[src/design/bvh_pkg.sv]
`timescale 1ns / 1ps
`default_nettype none
// ----------------------------------------------------------------------------
// bvh_pkg
// Shared types and constants of the byte value histogram block.
// ----------------------------------------------------------------------------
package bvh_pkg;

  // Counter store geometry
  localparam int NumBins   = 256;
  localparam int AddrWidth = $clog2(NumBins);
  localparam int CountWidth = 40;

  // Result field width on the stream port
  localparam int FieldWidth = 40;

  // Stream port widths (tdata padded to whole bytes)
  localparam int InDataWidth  = 8;
  localparam int InUserWidth  = 2;
  localparam int OutBits      = 2 * FieldWidth + 1;
  localparam int OutDataWidth = ((OutBits + 7) / 8) * 8;

  // Top value of a counter
  localparam logic [CountWidth-1:0] CountTop = {CountWidth{1'b1}};

  // Item function codes; the unused code behaves as a query
  typedef enum logic [1:0] {
    FUNC_COUNT = 2'd0,
    FUNC_QUERY = 2'd1,
    FUNC_CLEAR = 2'd2
  } func_t;

  // Commands from the controller to the datapath
  typedef struct packed {
    logic load;    // capture the item and read its bin
    logic commit;  // update the store and load the result register
  } cmd_t;

endpackage : bvh_pkg
`default_nettype wire

[src/design/bvh_ctrl.sv]
`timescale 1ns / 1ps
`default_nettype none
// ----------------------------------------------------------------------------
// bvh_ctrl
// Controller: sequences one item through read and update, and owns the
// result valid flag of the output register.
// ----------------------------------------------------------------------------
module bvh_ctrl (
  input  wire logic         clk,
  input  wire logic         rst,
  input  wire logic         in_valid,
  output logic              in_ready,
  output logic              out_valid,
  input  wire logic         out_ready,
  output bvh_pkg::cmd_t     cmd
);

  typedef enum logic [1:0] {
    ST_IDLE = 2'b01,
    ST_EXEC = 2'b10
  } state_t;

  state_t state;
  state_t state_next;
  logic   out_valid_next;
  logic   slot_free;

  // Result register may be refilled when empty or drained this cycle
  assign slot_free = !out_valid || out_ready;
  assign in_ready  = (state == ST_IDLE);

  // Next state and commands
  always_comb begin
    state_next = state;
    cmd.load   = 1'b0;
    cmd.commit = 1'b0;
    case (state)
      ST_IDLE: begin
        if (in_valid) begin
          cmd.load   = 1'b1;
          state_next = ST_EXEC;
        end
      end
      ST_EXEC: begin
        if (slot_free) begin
          cmd.commit = 1'b1;
          state_next = ST_IDLE;
        end
      end
      default: begin
        state_next = ST_IDLE;
      end
    endcase
  end

  // Track the result register occupancy
  always_comb begin
    out_valid_next = out_valid;
    if (cmd.commit) begin
      out_valid_next = 1'b1;
    end else if (out_ready) begin
      out_valid_next = 1'b0;
    end
  end

  always_ff @(posedge clk) begin
    if (rst) begin
      state     <= ST_IDLE;
      out_valid <= 1'b0;
    end else begin
      state     <= state_next;
      out_valid <= out_valid_next;
    end
  end

endmodule : bvh_ctrl
`default_nettype wire

[config.mk]
export PLATFORM = sky130hd
export DESIGN_NAME = bvh_ctrl
export DESIGN_NICKNAME = d
export VERILOG_FILES = /design/src/design/bvh_pkg.sv /design/src/design/bvh_ctrl.sv
export SDC_FILE = /design/constraint.sdc
export NUM_CORES = 1
export LEC_CHECK = 0
export BUFFER_PORTS_ARGS = -buffer_cell sky130_fd_sc_hd__clkbuf_2
export CORE_AREA = 10 10 47 49
export CTS_CLUSTER_DIAMETER = 60
export DETAILED_ROUTE_END_ITERATION = 16
export DIE_AREA = 0 0 57 59
export SETUP_SLACK_MARGIN = 0.1
export SYNTH_ARGS = -nofsm -noshare
export SYNTH_HDL_FRONTEND = slang
export SYNTH_SLANG_ARGS = --single-unit
[constraint.sdc]
create_clock -name clk -period 1.6 [get_ports clk]
set_input_delay 0.08 -clock clk [delete_from_list [all_inputs] [get_ports clk]]
set_output_delay 0.08 -clock clk [all_outputs]
set_load 0.05 [all_outputs]
==> results of run 1 <==
==> state kept, by name, summed over array words and instances, names as in the netlist <==
name,flops
out_valid,1
state,2
==> metrics by stage <==
step / cell area [um2] / instances / utilization, % / setup slack, ps / hold WS (ps)
5_1_grt: 210 / 39 / 15.0 / 368 / 43.7
2_1_floorplan: 136 / 13 / - / 466 / 149
3_3_place_gp: 184 / 35 / 13.1 / 669 / 268
4_1_cts: 210 / 39 / 15.0 / 397 / 32.9
3_5_place_dp: 184 / 35 / 13.1 / 652 / 283
6_report: 210 / 39 / 15.0 / 419 / 38.7
==> power by group through the flow <==
stage          Combinational (mW)  Sequential (mW)  Clock, mW
6_report                   0.0402           0.0816      0.130
5_1_grt                    0.0427           0.0819      0.142
4_1_cts                    0.0408           0.0816      0.140
3_5_place_dp               0.0407           0.0828          0
3_3_place_gp               0.0401           0.0826          0
2_1_floorplan              0.0292           0.0835          0
==> logic make-up after synthesis <==
kind of cell | count (synthesis) | share of synthesized area, %
AO/OA/AOI/OAI | 3 | 16.5
flip-flops | 3 | 44.0
AND/OR/NAND/NOR | 6 | 33.9
buffers and inverters | 1 | 5.51
==> worst max-delay path: stages (launching register included) <==
cell,delay (ps)
dfxtp_1,320
and3b_1,260
clkbuf_2,290
==> placed cells by master (no fill, tap or decap), drive strengths merged <==
| cell type | n |
|---|---|
| clkbuf | 11 |
| a21oi | 1 |
| nand2b | 2 |
| o21bai | 1 |
| dfxtp | 3 |
| and3b | 1 |
| o21ba | 1 |
| and4bb | 1 |
| nor2b | 2 |
==> layer usage <==
| metal | GRT usage (%) | vias up | wire (um) |
|---|---|---|---|
| met5 | 0 | - | 0 |
| met3 | 3.43 | 0 | 78 |
| li1 | - | 63 | - |
| met2 | 2.17 | 6 | 152 |
| met1 | 1.43 | 55 | 114 |
| met4 | 5.03 | 0 | 0 |
==> cell type report <==
| cell class | count | area, um2 | area share [%] |
|---|---|---|---|
| Timing Repair Buffer | 7 | 35.0 | 16.7 |
| Multi-Input combinational cell | 9 | 68.8 | 32.7 |
| Clock buffer | 4 | 26.3 | 12.5 |
| Tap cell | 16 | 20.0 | 9.52 |
| Sequential cell | 3 | 60.1 | 28.6 |
==> worst max path at each step <==
stage	slack [ps]	startpoint	cells past startpoint	endpoint
global route	370	state[1]$_SDFFE_PP0P_	2	cmd[1]
detailed placement	650	state[1]$_SDFFE_PP0P_	2	cmd[1]
floorplan	470	out_valid$_SDFFE_PP0P_	3	cmd[0]
CTS	400	state[1]$_SDFFE_PP0P_	2	cmd[1]
finish	420	state[1]$_SDFFE_PP0P_	2	cmd[1]
global placement	670	state[1]$_SDFFE_PP0P_	2	cmd[1]
==> impl_metrics.env, run 1 <==
export IMPL_track_usage_pct=2.46
export IMPL_synth_edf_count=0
export IMPL_combPwrFrac_pct=16.0
export IMPL_clock_sinks=3
export IMPL_swShare_pct=26.7
export IMPL_synth_top_area_share_pct=44.0
export IMPL_pwr_share_clk_pct=51.7
export IMPL_slew_headroom_pct=81.3
export IMPL_finalCriticalPeriod_ps=1180
export IMPL_drive_gt1_share_pct=47.8
export IMPL_r2r_slack_ps=750
export IMPL_tightest_slew_ps=282
export IMPL_syn_area_um2=136
export IMPL_finalSetupTns_ps=0
export IMPL_setup_viol=0
export IMPL_worst_path_max_fanout=4
export IMPL_avgSynthCellArea_um2=10.5
export IMPL_synth_warnings=0
export IMPL_cellPowerDensity_nw_per_um2=1200
export IMPL_r2r_start="state[1]$_SDFFE_PP0P_"
export IMPL_dp_hpwl_um=277
export IMPL_overflow=0
export IMPL_grt_first_pass_wirelength_um=496
export IMPL_holdPathStages=2
export IMPL_post_cts_setup_buffers=0
export IMPL_fin_skew_ps=0.761
export IMPL_drtAntennaViolNets=0
export IMPL_cts_root_buf="clkbuf_4"
export IMPL_seqPwrFrac_pct=32.3
export IMPL_syn_to_final_growth_pct=54.1
export IMPL_ctsResizeCount=0
export IMPL_ir_worst_vdd_v=0.000109
export IMPL_p_sw_mw=0.0673
export IMPL_fin_crit_sh_pct=73.8
export IMPL_min_path_type="input port to flip-flop"
export IMPL_routed_wl_um=345
export IMPL_status="finished clean"
export IMPL_cts_hold_buffers=0
export IMPL_synth_cell_types=9
export IMPL_synthTopCellsByCount="dfxtp_1 (3), nand2b_1 (2), nor2b_1 (2)"
export IMPL_rsz0062_at_grt="false"
export IMPL_power_internal_mw=0.185
export IMPL_cp_arrival_ps=1100
export IMPL_dr_pass1_iters=1
export IMPL_core_area_um2=1400
export IMPL_cts_htree_levels=1
export IMPL_synthCells=13
export IMPL_start_util_pct=9.73
export IMPL_hold_viol_final=0
export IMPL_worstReg2RegEnd="state[1]$_SDFFE_PP0P_"
export IMPL_place_gp_congestion=0.683
export IMPL_fmax_mhz=847
export IMPL_drtIter0Drc=0
export IMPL_numCtsBuffers=3
export IMPL_critPathCaptureType="output port"
export IMPL_synth_nets=17
export IMPL_p_leak_nw=0.102
export IMPL_start_kind="flip-flop"
export IMPL_cts_tree="built"
export IMPL_die_h_um=59
export IMPL_synth_seq_cells=3
export IMPL_yosysSeqAreaShare_pct=44.0
export IMPL_dieWidth_um=57
export IMPL_hold_end="out_valid$_SDFFE_PP0P_"
export IMPL_yosysTopAreaCell="dfxtp_1"
export IMPL_antenna_cells=0
export IMPL_grt_pass1_vias=130
export IMPL_antenna_found_initial=0
export IMPL_io_pins=8
export IMPL_path_class="flip-flop to output port"
export IMPL_layout_nets=28
export IMPL_required_ps=1520
export IMPL_synth_most_common_cell="dfxtp_1"
export IMPL_grt_start_max_net_pins=5
export IMPL_clk_path_buf_depth=2
export IMPL_port_buffers=7
export IMPL_via_per_inst=3.18
export IMPL_hp_start="rst"
export IMPL_drc=0
export IMPL_avgRoutedWirePerCell_um=8.85
export IMPL_dieArea_um2=3360
export IMPL_synth_top_flop_cell="dfxtp_1"
export IMPL_max_cap_violations=0
export IMPL_nFillCells=168
export IMPL_synthTopCellsByArea="dfxtp_1 (44%), and4bb_2 (9.2%), nand2b_1 (9.2%), nor2b_1 (9.2%), o21ba_1 (7.3%)"
export IMPL_clk_latency_ps=230
export IMPL_ff2ff_path_depth=2
export IMPL_clkTransAtPathRegs_ps=40
export IMPL_vias=124
export IMPL_rows=14
export IMPL_p_total_mw=0.252
export IMPL_slew_violations=0
export IMPL_synthArstFlopShare_pct=0
Note: power is estimated with default switching activity, not from simulation.
==> inputs of run 2 (changes only) <==
==> constraint.sdc (replaced) <==
create_clock -name clk -period 1.2 [get_ports clk]
set_input_delay 0.06 -clock clk [delete_from_list [all_inputs] [get_ports clk]]
set_output_delay 0.06 -clock clk [all_outputs]
set_load 0.05 [all_outputs]
==> impl_metrics.env, run 2 (same netlist as run 1, synthesis figures left out) <==
export IMPL_required_ps=1140
export IMPL_worstReg2RegEnd="state[1]$_SDFFE_PP0P_"
export IMPL_holdPathStages=2
export IMPL_syn_to_final_growth_pct=78.0
export IMPL_routed_wl_um=376
export IMPL_clk_latency_ps=230
export IMPL_slew_violations=0
export IMPL_rsz0062_at_grt="true"
export IMPL_dieArea_um2=3360
export IMPL_reg_largest_list="state: 2 flops, out_valid: 1 flops"
export IMPL_hp_start="rst"
export IMPL_grt_pass1_vias=155
export IMPL_r2r_start="state[1]$_SDFFE_PP0P_"
export IMPL_most_common_layout_cells="clkbuf_2 (4), clkbuf_4 (3), dfxtp_2 (2)"
export IMPL_start_util_pct=9.73
export IMPL_die_h_um=59
export IMPL_track_usage_pct=3.07
export IMPL_pre_cts_slack_ps=278
export IMPL_finalSetupTns_ps=0
export IMPL_via_per_inst=3.38
export IMPL_fmax_mhz=955
export IMPL_dr_pass1_iters=2
export IMPL_grt_first_pass_wirelength_um=669
export IMPL_drc=0
export IMPL_place_gp_congestion=0.645
export IMPL_port_buffers=7
export IMPL_cts_htree_levels=1
export IMPL_tightest_slew_ps=278
export IMPL_holdWs_ps=6.49
export IMPL_slew_headroom_pct=81.6
export IMPL_cts_root_buf="clkbuf_4"
export IMPL_max_cap_violations=0
export IMPL_clkTransAtPathRegs_ps=40
export IMPL_ir_worst_vdd_v=0.000154
export IMPL_top_register="state"
export IMPL_layout_commonest_cell="clkbuf_2"
export IMPL_drive_gt1_share_pct=69.6
export IMPL_drtIter0Drc=1
export IMPL_critPathCaptureType="output port"
export IMPL_cts_tree="built"
export IMPL_utilization_pct=17.3
export IMPL_cellPowerDensity_nw_per_um2=1440
export IMPL_hold_viol_final=0
export IMPL_dp_hpwl_um=303
export IMPL_status="finished clean"
export IMPL_dieWidth_um=57
export IMPL_p_leak_nw=0.118
export IMPL_min_path_type="input port to flip-flop"
export IMPL_clk_path_buf_depth=2
export IMPL_setup_slack_ps=152
export IMPL_largest_register_ffs=2
export IMPL_layout_nets=28
export IMPL_vias=132
export IMPL_clock_sinks=3
export IMPL_r2r_slack_ps=300
export IMPL_drtAntennaViolNets=0
export IMPL_antenna_cells=0
export IMPL_core_area_um2=1400
export IMPL_worst_path_max_fanout=4
export IMPL_cp_arrival_ps=990
export IMPL_hold_end="out_valid$_SDFFE_PP0P_"
export IMPL_fin_crit_sh_pct=87.3
export IMPL_antenna_found_initial=0
export IMPL_fin_skew_ps=0.123
export IMPL_overflow=0
export IMPL_nFillCells=169
export IMPL_start_kind="flip-flop"
export IMPL_finalCriticalPeriod_ps=1050
export IMPL_path_class="flip-flop to output port"
export IMPL_io_pins=8
export IMPL_ff2ff_path_depth=2
export IMPL_setup_viol=0
export IMPL_rows=14
export IMPL_numCtsBuffers=3
export IMPL_avgRoutedWirePerCell_um=9.64
export IMPL_grt_start_max_net_pins=5
==> run 2: cell types whose count changed in the layout (fill, tap and decap cells not counted), sizes merged <==
cell	previous run	this run
buf	0	2
clkbuf	11	9
==> run 2: critical path, cell delays in order (launching register included) <==
cell and delay (ps):
dfxtp_2 330, and3b_2 270, buf_8 150
==> run 2: worst max path at each step <==
stage                                startpoint  slack, ps  cells after the start       end
after floorplan           state[0]$_SDFFE_PP1P_        100                      1  in_ready
after global placement    state[0]$_SDFFE_PP1P_        290                      3    cmd[0]
after detailed placement  state[0]$_SDFFE_PP1P_        280                      3    cmd[0]
after CTS                 state[0]$_SDFFE_PP1P_        110                      3    cmd[0]
after global routing      state[0]$_SDFFE_PP1P_         90                      3    cmd[0]
final                     state[1]$_SDFFE_PP0P_        150                      2    cmd[1]
==> run 2: power by group <==
| group | internal [mW] | switching [mW] |
|---|---|---|
| sequential | 0.106 | 0.00460 |
| clock | 0.125 | 0.0509 |
| combinational | 0.0263 | 0.0377 |
==> run 2: what timing repair did <==
item / CTS / global route
setup endpoints to repair: 2 / 3
hold buffers: 0 / 0
setup buffers: 0 / 0
resized for setup: 6 / 3
pin swaps: 0 / 0
==> run 2: metrics by stage <==
step / std cells / total power [mW] / cell area [um2]
after floorplan: 13 / 0.151 / 139
after global placement: 35 / 0.165 / 186
after detailed placement: 35 / 0.165 / 186
after CTS: 39 / 0.362 / 239
after global routing: 39 / 0.367 / 243
final: 39 / 0.350 / 243
==> run 2: routing by layer <==
metal / part of all wire [%] / vias up / global-route usage (%)
li1: - / 65 / -
met1: 27 / 57 / 1.91
met2: 50 / 8 / 3.57
met3: 15 / 2 / 1.72
met4: 7.2 / 0 / 8.05
met5: 0 / - / 0
==> run 2: cell type report <==
class,instances,area [um2],share of cell area (%)
well taps,16,20.0,8.25
repair buffers,7,53.8,22.2
clock buffers,4,26.3,10.8
multi-input cells,9,80.1,33.0
flip-flops and latches,3,62.6,25.8
